<file path="config.mk">
export PLATFORM = sky130hd
export DESIGN_NAME = jia_div_stage
export DESIGN_NICKNAME = d
export VERILOG_FILES = /design/src/rtl/jvm_integer_alu_macros.svh /design/src/rtl/jia_pkg.sv /design/src/rtl/jia_div_stage.sv
export SDC_FILE = /design/constraint.sdc
export NUM_CORES = 1
export LEC_CHECK = 0
export BUFFER_PORTS_ARGS = -buffer_cell sky130_fd_sc_hd__buf_2
export CAP_MARGIN = 20
export CORE_AREA = 2 2 259 261
export CTS_CLUSTER_DIAMETER = 120
export DETAILED_ROUTE_END_ITERATION = 12
export DIE_AREA = 0 0 261 263
export GPL_ROUTABILITY_DRIVEN = 0
export MAX_ROUTING_LAYER = met4
export SLEW_MARGIN = 20
export SYNTH_ARGS = -nofsm -noshare
export SYNTH_HDL_FRONTEND = slang
export SYNTH_SLANG_ARGS = --single-unit
</file>
<file path="constraint.sdc">
create_clock -name clk_i -period 20.2 [get_ports clk_i]
set_input_delay 3.03 -clock clk_i [delete_from_list [all_inputs] [get_ports clk_i]]
set_output_delay 3.03 -clock clk_i [all_outputs]
set_load 0.02 [all_outputs]
</file>
<file path="src/rtl/jvm_integer_alu_macros.svh">
// Assertion macros for the JVM integer ALU.
// Included by the RTL files that carry concurrent assertions.
`ifndef JVM_INTEGER_ALU_MACROS_SVH
`define JVM_INTEGER_ALU_MACROS_SVH

// Property clocked on clk_i and disabled while reset is asserted.
`define JIA_PROP(prop) @(posedge clk_i) disable iff (!rst_ni) (prop)

`define JIA_ASSERT(lbl, prop, msg) \
  lbl: assert property (`JIA_PROP(prop)) else $error(msg);

`endif

</file>
<file path="src/rtl/jia_pkg.sv">
// Types and constants shared by the JVM integer ALU pipeline.
// No dependencies.
package jia_pkg;

  typedef enum logic [3:0] {
    OP_ADD  = 4'd0,
    OP_SUB  = 4'd1,
    OP_MUL  = 4'd2,
    OP_DIV  = 4'd3,
    OP_REM  = 4'd4,
    OP_NEG  = 4'd5,
    OP_SHL  = 4'd6,
    OP_SHR  = 4'd7,
    OP_USHR = 4'd8,
    OP_AND  = 4'd9,
    OP_OR   = 4'd10,
    OP_XOR  = 4'd11
  } jia_op_e;

  localparam int unsigned DataW = 64;
  localparam int unsigned DivSteps = 64;
  localparam logic [5:0] ShamtInt = 6'h1F;
  localparam logic [5:0] ShamtLong = 6'h3F;

  typedef struct packed {
    logic [3:0]  op;
    logic        is_long;
    logic        dz;
    logic        neg_q;
    logic        neg_r;
    logic [63:0] res;
    logic [31:0] p1;
    logic [31:0] p2;
    logic [63:0] dvs;
    logic [63:0] rem;
    logic [63:0] quo;
  } jia_pay_t;

endpackage

</file>
<file path="src/rtl/jia_div_stage.sv">
// One pipeline stage of the ALU: holds an item and performs one restoring
// division step on it. Depends on jia_pkg.
module jia_div_stage import jia_pkg::*; (
  input  logic     clk_i,
  input  logic     rst_ni,
  input  logic     in_valid_i,
  output logic     in_ready_o,
  input  jia_pay_t in_pay_i,
  output logic     out_valid_o,
  input  logic     out_ready_i,
  output jia_pay_t out_pay_o
);

  logic     valid_q;
  jia_pay_t pay_q, pay_d;
  logic [64:0] trial;
  logic [64:0] diff;

  assign in_ready_o = !valid_q || out_ready_i;

  always_comb begin
    trial = {in_pay_i.rem, in_pay_i.quo[63]};
    diff  = trial - {1'b0, in_pay_i.dvs};
    pay_d = in_pay_i;
    pay_d.rem = diff[64] ? trial[63:0] : diff[63:0];
    pay_d.quo = {in_pay_i.quo[62:0], ~diff[64]};
  end

  always_ff @(posedge clk_i or negedge rst_ni) begin
    if (!rst_ni) begin
      valid_q <= 1'b0;
    end else if (in_ready_o) begin
      valid_q <= in_valid_i;
    end
  end

  always_ff @(posedge clk_i) begin
    if (in_ready_o && in_valid_i) begin
      pay_q <= pay_d;
    end
  end

  assign out_valid_o = valid_q;
  assign out_pay_o   = pay_q;

endmodule

</file>
==> impl_results.md, run 1 <==
* WS Path Type: input port to flop
* Clock transition at path regs at 0.06 ns
* Final-layout fill cell count at 6,725
* Setup TNS at 0 ns
* Critical path arrival at 7.10 ns
* Cell Count, Final, Fillers Out at 2,671
* Fin. Hold Viols at 0
* Ports at 662
* Htree depth at 2
* Post-Synthesis Cells at 1,095
* EDFF count, synth at 328
* DRT Pass-1 Iters at 5
* Status: complete, no violations
* Post-layout util at 31.4%
* Global Route Usage Sum at 16.7%
* Clk Latency, worst-skew pair at 0.56 ns
* Fraction of layout cells with a size suffix above 1 at 44.5%
* Worst Setup Start Kind: input port
* Area after DPL at 19,300 µm²
* Placed Instances at 2,590
* DRC Markers at 0
* DP Wirelength at 47,200 µm
* Routed Wire Length at 58,300 µm
* Slew @ Worst Pin at 1.01 ns
* Slew headroom at 32.5%
* Post-Synth Adder-Cell Area at 5.44%
* Syn Area/Cell at 13.8 µm²
* Vias in the first global route at 12,123
* GRT overflow at 0
* Routed length per instance at 21.8 µm
* PortBufs at 661
* Worst vdd ir at 0.0644 mV
* Max-cap violation count at 0
* RSZ-0062 raised after global routing: no
* Post-route ant nets at 0
* Via count at 11,872
* Simple-gate share of the synthesized area at 7.72%
* DP Worst Slack at 12.82 ns
* Via density at 4.44
* Die area at 68,600 µm²
* Compound-Gate Fraction of Synth Area at 10.4%
* Antenna violations before repair at 14
* Post_cts resized at 0
* Maximum clock insertion buffer count at 3
* Die W at 261 µm
* XOR/XNOR Fraction of Synth Area at 3.14%
* Pwr Density at 92.3 nW/µm²
* Die height at 263 µm
* First DRT Iteration DRCs at 973
* CP Cell Sequence: buf_2 -> inv_1 -> ha_1 -> nand4_2 -> nor4b_4 -> nand4_1 -> o22ai_2 -> o21ai_2 -> a211oi_2 -> o211ai_1 -> and3_1 -> inv_4 -> mux2_2
* Fmax at 147 MHz
* Final worst slack at 13.40 ns
* Tot Pwr at 1.90 mW
* Worst Skew at 0.0100 ns
* Initial Util at 23.0%
* Sequential share of the synthesized area at 65.5%
* Pleak at 8.88 nW
* Async set-or-reset flop fraction in the synthesized netlist at 0.304%
* Yosys warns at 0
* Max FO, Critical Path at 59
* Synth cell types at 76
* P&R area growth vs syn at 36.8%
* Pin count of the biggest net entering global routing at 82
* Synth Flop Type: edfxtp_1
* Syn Nets at 1,492
* Hold WS at 0.559 ns
* Minimum clock period at 6.80 ns
* Slew Viols, Final at 0
* First-pass GRT wire length at 81,800 µm
* Mux share of post-synthesis cell area at 4.36%
* Postcts setup bufs at 0
* CTS tree: done
* Final #Nets at 2,164
* Period utilisation layout at 33.7%
* Most common cell after layout, fill and taps aside: buf_2
* Clk sink count at 329
* Final instance area at 20,600 µm²
* Type of the most critical hold path: flop to flop
* Largest family of logic cells by synthesized area: compound AO/OA/AOI/OAI gates
* Synthesized cell area at 15,100 µm²
* Placeable Area at 65,600 µm²
* CTS Buf Count at 39
* Row cnt at 94
* Most frequent cells in the layout: buf_2, edfxtp_1, inv_1
* Max stage delay on crit path at 0.68 ns
* CTS Root Cell: clkbuf_16
* Slowest-stage cell, CP: inv_4
* WP data required at 20.50 ns
* Flops & latches, synth at 329
* Final setup violation count at 0
* CP Capture Type: flop
* Hold_buf cts at 0
## cell usage after synthesis, types with 4 or more instances
| cell type | number | area (µm²) |
|---|---|---|
| edfxtp_1 | 328 | 9850 |
| inv_1 | 87 | 327 |
| a21oi_1 | 78 | 390 |
| nand2_1 | 67 | 251 |
| ha_1 | 64 | 801 |
| mux2_2 | 49 | 552 |
| nor2_1 | 46 | 173 |
| o21ai_0 | 41 | 205 |
| a21o_1 | 32 | 240 |
| xnor2_1 | 32 | 280 |
| xor2_1 | 22 | 193 |
| nand4_1 | 20 | 125 |
| clkbuf_1 | 19 | 71.3 |
| nor3_1 | 14 | 70.1 |
| nor2b_1 | 13 | 81.3 |
| o21bai_1 | 13 | 97.6 |
| nand3_1 | 11 | 55.1 |
| a31oi_1 | 10 | 62.6 |
| and3_1 | 10 | 62.6 |
| nand2b_1 | 10 | 62.6 |
| mux2i_1 | 9 | 90.1 |
| o21a_1 | 9 | 67.6 |
| a211oi_1 | 6 | 45.0 |
| buf_2 | 6 | 30.0 |
| o31ai_1 | 6 | 45.0 |
| a31o_2 | 5 | 43.8 |
| and4_1 | 5 | 43.8 |
| o211ai_1 | 5 | 37.5 |
| a211o_1 | 4 | 35.0 |
| and2_1 | 4 | 25.0 |
| buf_4 | 4 | 30.0 |
| nor4_1 | 4 | 25.0 |
| or2_2 | 4 | 25.0 |
| or3_1 | 4 | 25.0 |
## critical path: cells and delay by family
kind                       cells  cell delay, ns
AOI/OAI and AO/OA              4            1.02
adders and majority gates      1            0.54
buffers and inverters          3            0.81
muxes                          1            0.43
and+or+nand+nor                4            1.17
## report_power, final
group | leakage, nW | switching, mW | internal (mW)
clock network | 0.632 | 0.300 | 0.413
registers | 3.13 | 0.0126 | 0.814
logic | 5.11 | 0.229 | 0.137
## final timing paths
check / from / to / slack [ns] / cells after the start
max reg2reg: out_valid_o / out_pay_o[197] / 16.91 / 4
min reg2reg: out_valid_o / out_valid_o / 0.56 / 2
min: out_valid_o / out_valid_o / 0.56 / 2
min in group asynchronous: rst_ni / out_valid_o / 2.24 / 1
max: in_pay_i[155] / out_pay_o[73] / 13.40 / 13
max in group asynchronous: rst_ni / out_valid_o / 17.88 / 1
## final cells by class
class / count / area, µm² / share of cell area (%)
clock inverters: 27 / 238 / 1.15
repair buffers: 666 / 3350 / 16.2
diodes: 9 / 22.5 / 0.109
well taps: 864 / 1080 / 5.24
clock buffers: 45 / 1040 / 5.05
multi-input cells: 643 / 4690 / 22.8
flip-flops and latches: 329 / 9870 / 47.9
inverters: 88 / 333 / 1.61
## kinds of logic (layout without fill, tap and decap cells)
| kind of cell | count (synthesis) | count (layout) |
|---|---|---|
| compound gates | 240 | 240 |
| xor+xnor | 54 | 54 |
| fa+ha+maj | 65 | 65 |
| buf+inv | 123 | 826 |
| flops | 329 | 329 |
| mux | 59 | 59 |
| other cells | 0 | 9 |
| simple gates | 225 | 225 |
## layer usage
metal  up-vias  part of all wire (%)  global-route usage (%)
met5         -                     0                       -
met4         0                   2.7                    4.65
met3        80                   8.1                    4.37
met2       537                    51                    29.6
met1      5781                    38                    18.2
li1       5474                     -                       -
## flip-flops by register name, summed over array words and instances, names as in the netlist
register and cells:
out_valid_o 1, out_pay_o 328
Power figures use the tool's default switching activity.
==> run 2: changes to the inputs <==
Settings changed: CORE_AREA 2 2 259 261 to 2 2 256 258, DIE_AREA 0 0 261 263 to 0 0 258 260.
Clock period 20.2 ns to 6.9 ns, I/O delays scaled along.
==> run 2 against run 1 <==
Clock power rose to 2.9 times the previous value; register-to-register slack worse by 13 ns; utilization up 0.74 points; worst setup slack worse by 11 ns; cell area about the same; routed wire length up 2.8%; total power rose to 2.9 times the previous value; critical path depth unchanged; critical path type unchanged; critical endpoint is now out_pay_o[72]; largest cell class unchanged.
==> impl_results.md, run 2 (same netlist as run 1, synthesis figures left out) <==
* WP data required at 7.19 ns (-13.31 ns)
* First-pass GRT wire length at 81,900 µm (+0.19%)
* Clk pwr share at 36.9% (-0.5 points)
* Combinational share of power at 19.5% (+0.3 points)
* P&R area growth vs syn at 36.8% (about the same)
* Slew Viols, Final at 0 (unchanged)
* Pleak at 8.86 nW (-0.12%)
* Worst Setup Start Kind: input port
* Via density at 4.43 (-0.35%)
* Global Route Usage Sum at 17.3% (+0.62 points)
* Slew @ Worst Pin at 1.11 ns (+0.0999 ns)
* Htree depth at 2 (unchanged)
* Worst vdd ir at 0.170 mV (+160%)
* Vias in the first global route at 11,811 (-2.6%)
* Ports at 662 (unchanged)
* Post_cts resized at 0 (unchanged)
* WL met1 at 25,300 µm (+15%)
* P_sw at 1.60 mW (+200%)
* Slew headroom at 25.8% (-6.7 points)
* Top Metal Used: met4
* Initial Util at 23.5% (+0.54 points)
* Period utilisation layout at 69.1%
* Clock transition at path regs at 0.06 ns (about the same)
* Clk sink count at 329 (unchanged)
* Via count at 11,831 (-0.35%)
* CTS Root Cell: clkbuf_16
* Placeable Area at 64,100 µm² (-2.3%)
* Status: complete, no violations
* CTS Buf Count at 40 (+2.6%)
* Maximum clock insertion buffer count at 3 (unchanged)
* Antenna violations before repair at 32 (+18)
* CTS tree: done
* Hold WS at 0.244 ns (-0.314 ns)
* Type of the most critical hold path: input port to asynchronous set/reset pin
* Fmax at 210 MHz
* Most common cell after layout, fill and taps aside: buf_2
* Die area at 67,100 µm² (-2.3%)
* Net Sw Frac at 28.8% (+0.42 points)
* Worst r2r dst: out_pay_o[243]
* R2R setup slack at 4.30 ns (-12.61 ns)
* DP Wirelength at 48,400 µm (+2.5%)
* Fraction of layout cells with a size suffix above 1 at 44.7% (+0.14 points)
* WS Path Type: input port to flop
* GRT overflow at 0 (unchanged)
* First DRT Iteration DRCs at 940 (-3.4%)
* Int Power at 3.94 mW (+190%)
* Final #Nets at 2,166 (+0.092%)
* Final setup violation count at 0 (unchanged)
* Die height at 260 µm (-1.1%)
* Critical path arrival at 5.05 ns (-2.05 ns)
* Minimum clock period at 4.77 ns
* Max FO, Critical Path at 59 (unchanged)
* Critical path startpoint: in_pay_i[155]
* Routed Wire Length at 59,900 µm (+2.8%)
* Worst Skew at 0.0179 ns (+0.00787 ns)
* Die W at 258 µm (-1.1%)
* Max-cap violation count at 0 (unchanged)
* DR WL met2 at 27,800 µm (-7.3%)
* Fin. Hold Viols at 0 (unchanged)
* DRT Pass-1 Iters at 7 (+2)
* CP Capture Type: flop
* Pwr Density at 269 nW/µm² (+190%)
* Max reg flops at 328 (unchanged)
* Met3 wire len at 5260 µm (+12%)
* DRC Markers at 0 (unchanged)
* Routed length per instance at 22.4 µm (+2.8%)
* Row cnt at 93 (-1.1%)
* Most frequent cells in the layout: buf_2, edfxtp_1, inv_1
* PortBufs at 661 (unchanged)
* Share of power burned in registers at 43.6% (+0.2 points)
* Postcts setup bufs at 0 (unchanged)
* Clk Latency, worst-skew pair at 0.55 ns (about the same)
* Setup TNS at 0 ns (unchanged)
* Post-route ant nets at 0 (unchanged)
* R2R depth at 4 (unchanged)
* Hold_buf cts at 0 (unchanged)
* Pin count of the biggest net entering global routing at 109 (+33%)
* Reg-to-Reg Start: out_valid_o
* RSZ-0062 raised after global routing: no
-- run 2: how the worst max path moves through the flow --
stage | to | slack [ns] | depth (start not counted)
2_1_floorplan | out_pay_o[0] | 1.09 | 2
3_3_place_gp | out_pay_o[90] | 1.63 | 13
3_5_place_dp | out_pay_o[78] | 1.49 | 13
4_1_cts | out_pay_o[72] | 2.06 | 13
5_1_grt | out_pay_o[72] | 1.81 | 13
6_report | out_pay_o[72] | 2.13 | 13
-- run 2: final cells by class --
class | count | area (µm²)
fill | 6536 | 43500
clock buffer | 48 | 1070
inverter | 88 | 333
tap | 855 | 1070
multi-input combinational | 643 | 4690
timing repair buffer | 667 | 3370
clock inverter | 22 | 179
antenna | 19 | 47.5
sequential | 329 | 9870
-- run 2: per-layer routing --
layer	global-route usage, %	vias to the layer above
met5	-	-
met4	5.49	0
met3	6.18	82
met2	27.0	503
met1	20.9	5754
li1	-	5492
-- run 2: metrics by stage --
| stage | cell area (µm²) | cells | total power, mW | worst slack [ns] | utilization (%) |
|---|---|---|---|---|---|
| after floorplan | 15100 | 1095 | 3.14 | 1.09 | - |
| after global placement | 19300 | 2582 | 3.53 | 1.63 | 30.1 |
| after detailed placement | 19300 | 2582 | 3.54 | 1.49 | 30.1 |
| after CTS | 20600 | 2652 | 5.63 | 2.06 | 32.1 |
| after global routing | 20600 | 2669 | 5.77 | 1.81 | 32.2 |
| final | 20600 | 2671 | 5.54 | 2.13 | 32.2 |
-- run 2: worst max-delay path, stage by stage --
cell	delay [ns]
buf_2	0.09
inv_1	0.04
ha_1	0.55
nand4_2	0.21
nor4b_4	0.36
nand3_1	0.13
o22ai_2	0.24
o21ai_2	0.14
a211oi_2	0.33
o211ai_1	0.27
and3_1	0.46
inv_4	0.72
mux2_2	0.42
-- run 2: power by group through the flow --
stage               Clock, mW  Combinational, mW  Sequential [mW]
finish                   2.05               1.08             2.42
global route             2.18               1.16             2.43
CTS                      2.13               1.09             2.42
detailed placement          0               1.08             2.46
global placement            0               1.07             2.46
floorplan                   0              0.492             2.65
==> run 3: changes to the inputs <==
Settings changed: CORE_AREA 2 2 256 258 to 2 2 255 257, DIE_AREA 0 0 258 260 to 0 0 257 259.
Clock period 6.9 ns to 4.29 ns, I/O delays scaled along.
==> run 3 against run 2 <==
Worst setup slack got worse by 1.4 ns; die area decreased by 0.77%; utilization increased by 0.38 points; register-to-register slack got worse by 2.0 ns.
==> impl_results.md, run 3 (same netlist as run 1, synthesis figures left out) <==
* Final worst slack at 0.744 ns (-1.39 ns)
* Final #Nets at 2,187 (+0.97%)
* WP data required at 4.59 ns (-2.60 ns)
* Post-route ant nets at 0 (unchanged)
* Worst Skew at 0.0108 ns (-0.00703 ns)
* Hold_buf cts at 1 (+1)
* Max-cap violation count at 0 (unchanged)
* Pwr Density at 428 nW/µm² (+59%)
* Most common cell on crit path: o211ai_1
* Placeable Area at 63,900 µm² (-0.36%)
* Die W at 257 µm (-0.39%)
* GRT overflow at 0 (unchanged)
* Final instance area at 20,800 µm² (+0.82%)
* Buf/Inv on CP at 4 (+1)
* First-pass GRT wire length at 83,700 µm (+2.1%)
* Ports at 662 (unchanged)
* Antenna violations before repair at 32 (unchanged)
* Worst Setup Start Kind: input port
* Pin count of the biggest net entering global routing at 75 (-31%)
* Die area at 66,600 µm² (-0.77%)
* DP Wirelength at 49,600 µm (+2.6%)
* Type of the most critical hold path: input port to flop
* Most common cell after layout, fill and taps aside: buf_2
* Slew headroom at 50.1% (+24 points)
* Row cnt at 93 (unchanged)
* Setup TNS at 0 ns (unchanged)
* Routed length per instance at 22.4 µm (-0.33%)
* Most frequent cells in the layout: buf_2, edfxtp_1, inv_1
* Period utilisation layout at 82.7%
* Max stage delay on crit path at 0.42 ns (-0.30 ns)
* Htree depth at 2 (unchanged)
* Via count at 11,993 (+1.4%)
* PortBufs at 661 (unchanged)
* Max reg flops at 328 (unchanged)
* Global Route Usage Sum at 17.7% (+0.44 points)
* P&R area growth vs syn at 37.9%
* Initial Util at 23.6% (+0.086 points)
* Tot Pwr at 8.90 mW (+61%)
* Max FO, Critical Path at 12 (-80%)
* Via density at 4.46 (+0.73%)
* Slew @ Worst Pin at 0.748 ns (-0.365 ns)
* CP Capture Type: flop
* DRT Pass-1 Iters at 5 (-2)
* First DRT Iteration DRCs at 825 (-12%)
* Final-layout fill cell count at 6,439 (-1.5%)
* Cell family with most CP delay: compound AO/OA/AOI/OAI gates
* Post_cts resized at 0 (unchanged)
* Clk sink count at 329 (unchanged)
* Slew Viols, Final at 0 (unchanged)
* Fmax at 282 MHz
* CTS Buf Count at 40 (unchanged)
* DRC Markers at 0 (unchanged)
* Fin. Hold Viols at 0 (unchanged)
* WS Path Type: input port to flop
* Die height at 259 µm (-0.38%)
* Routed Wire Length at 60,100 µm (+0.31%)
* Postcts setup bufs at 0 (unchanged)
* Post-layout util at 32.6% (+0.38 points)
* CP Cell Sequence: buf_2 -> inv_1 -> ha_1 -> fa_1 -> nor2b_1 -> o211ai_1 -> a21o_1 -> o22ai_2 -> o21ai_2 -> a211oi_2 -> o211ai_1 -> and3_1 -> inv_4 -> buf_4 -> mux2_2
* Final setup violation count at 0 (unchanged)
* Slowest-stage cell, CP: fa_1
* Pleak at 8.96 nW (+1.1%)
* Area after DPL at 19,500 µm² (+1.0%)
* DP Worst Slack at 0.153 ns (-1.33 ns)
* Fraction of layout cells with a size suffix above 1 at 44.8% (+0.070 points)
* Vias in the first global route at 12,164 (+3.0%)
* Maximum clock insertion buffer count at 3 (unchanged)
* Critical path arrival at 3.85 ns (-1.20 ns)
* CTS tree: done
* Minimum clock period at 3.55 ns
* Status: complete, no violations
* Clk Latency, worst-skew pair at 0.56 ns (about the same)
* Clock transition at path regs at 0.06 ns (about the same)
* CTS Root Cell: clkbuf_16
* RSZ-0062 raised after global routing: no
* Worst vdd ir at 0.271 mV (+60%)
## run 3: through the flow
stage	std cells	hold WS, ns
global route	2687	0.224
floorplan	1095	0.348
CTS	2676	0.214
finish	2688	0.258
detailed placement	2602	0.420
global placement	2602	0.418
## run 3: worst paths after layout
check / start / to / slack (ns) / depth (start not counted)
max in group asynchronous: rst_ni / out_valid_o / 3.82 / 2
min reg2reg: out_valid_o / out_valid_o / 0.54 / 2
min: in_pay_i[311] / out_pay_o[311] / 0.26 / 1
max: in_pay_i[63] / out_pay_o[112] / 0.74 / 15
min in group asynchronous: rst_ni / out_valid_o / 0.39 / 2
max reg2reg: out_valid_o / out_pay_o[249] / 2.32 / 3
## run 3: where the power goes
part / internal [mW] / switching (mW) / leakage (nW) / total [mW]
combinational: 0.678 / 1.10 / 5.24 / 1.77
sequential: 3.83 / 0.0578 / 3.13 / 3.89
clock: 1.85 / 1.39 / 0.595 / 3.24
## run 3: area by class of cell
type	instances	area, µm²	share of cell area (%)
diodes	12	30.0	0.144
repair buffers	688	3580	17.2
clock buffers	50	1040	4.99
well taps	855	1070	5.14
flip-flops and latches	329	9870	47.5
clock inverters	23	191	0.920
inverters	88	333	1.60
multi-input cells	643	4690	22.5
## run 3: metal layers
| metal | vias to the layer above | GRT usage, % | part of all wire, % |
|---|---|---|---|
| met5 | - | - | 0 |
| met4 | 0 | 5.20 | 2.7 |
| met3 | 92 | 6.54 | 9.7 |
| met2 | 555 | 27.4 | 46 |
| met1 | 5811 | 21.7 | 42 |
| li1 | 5535 | - | - |
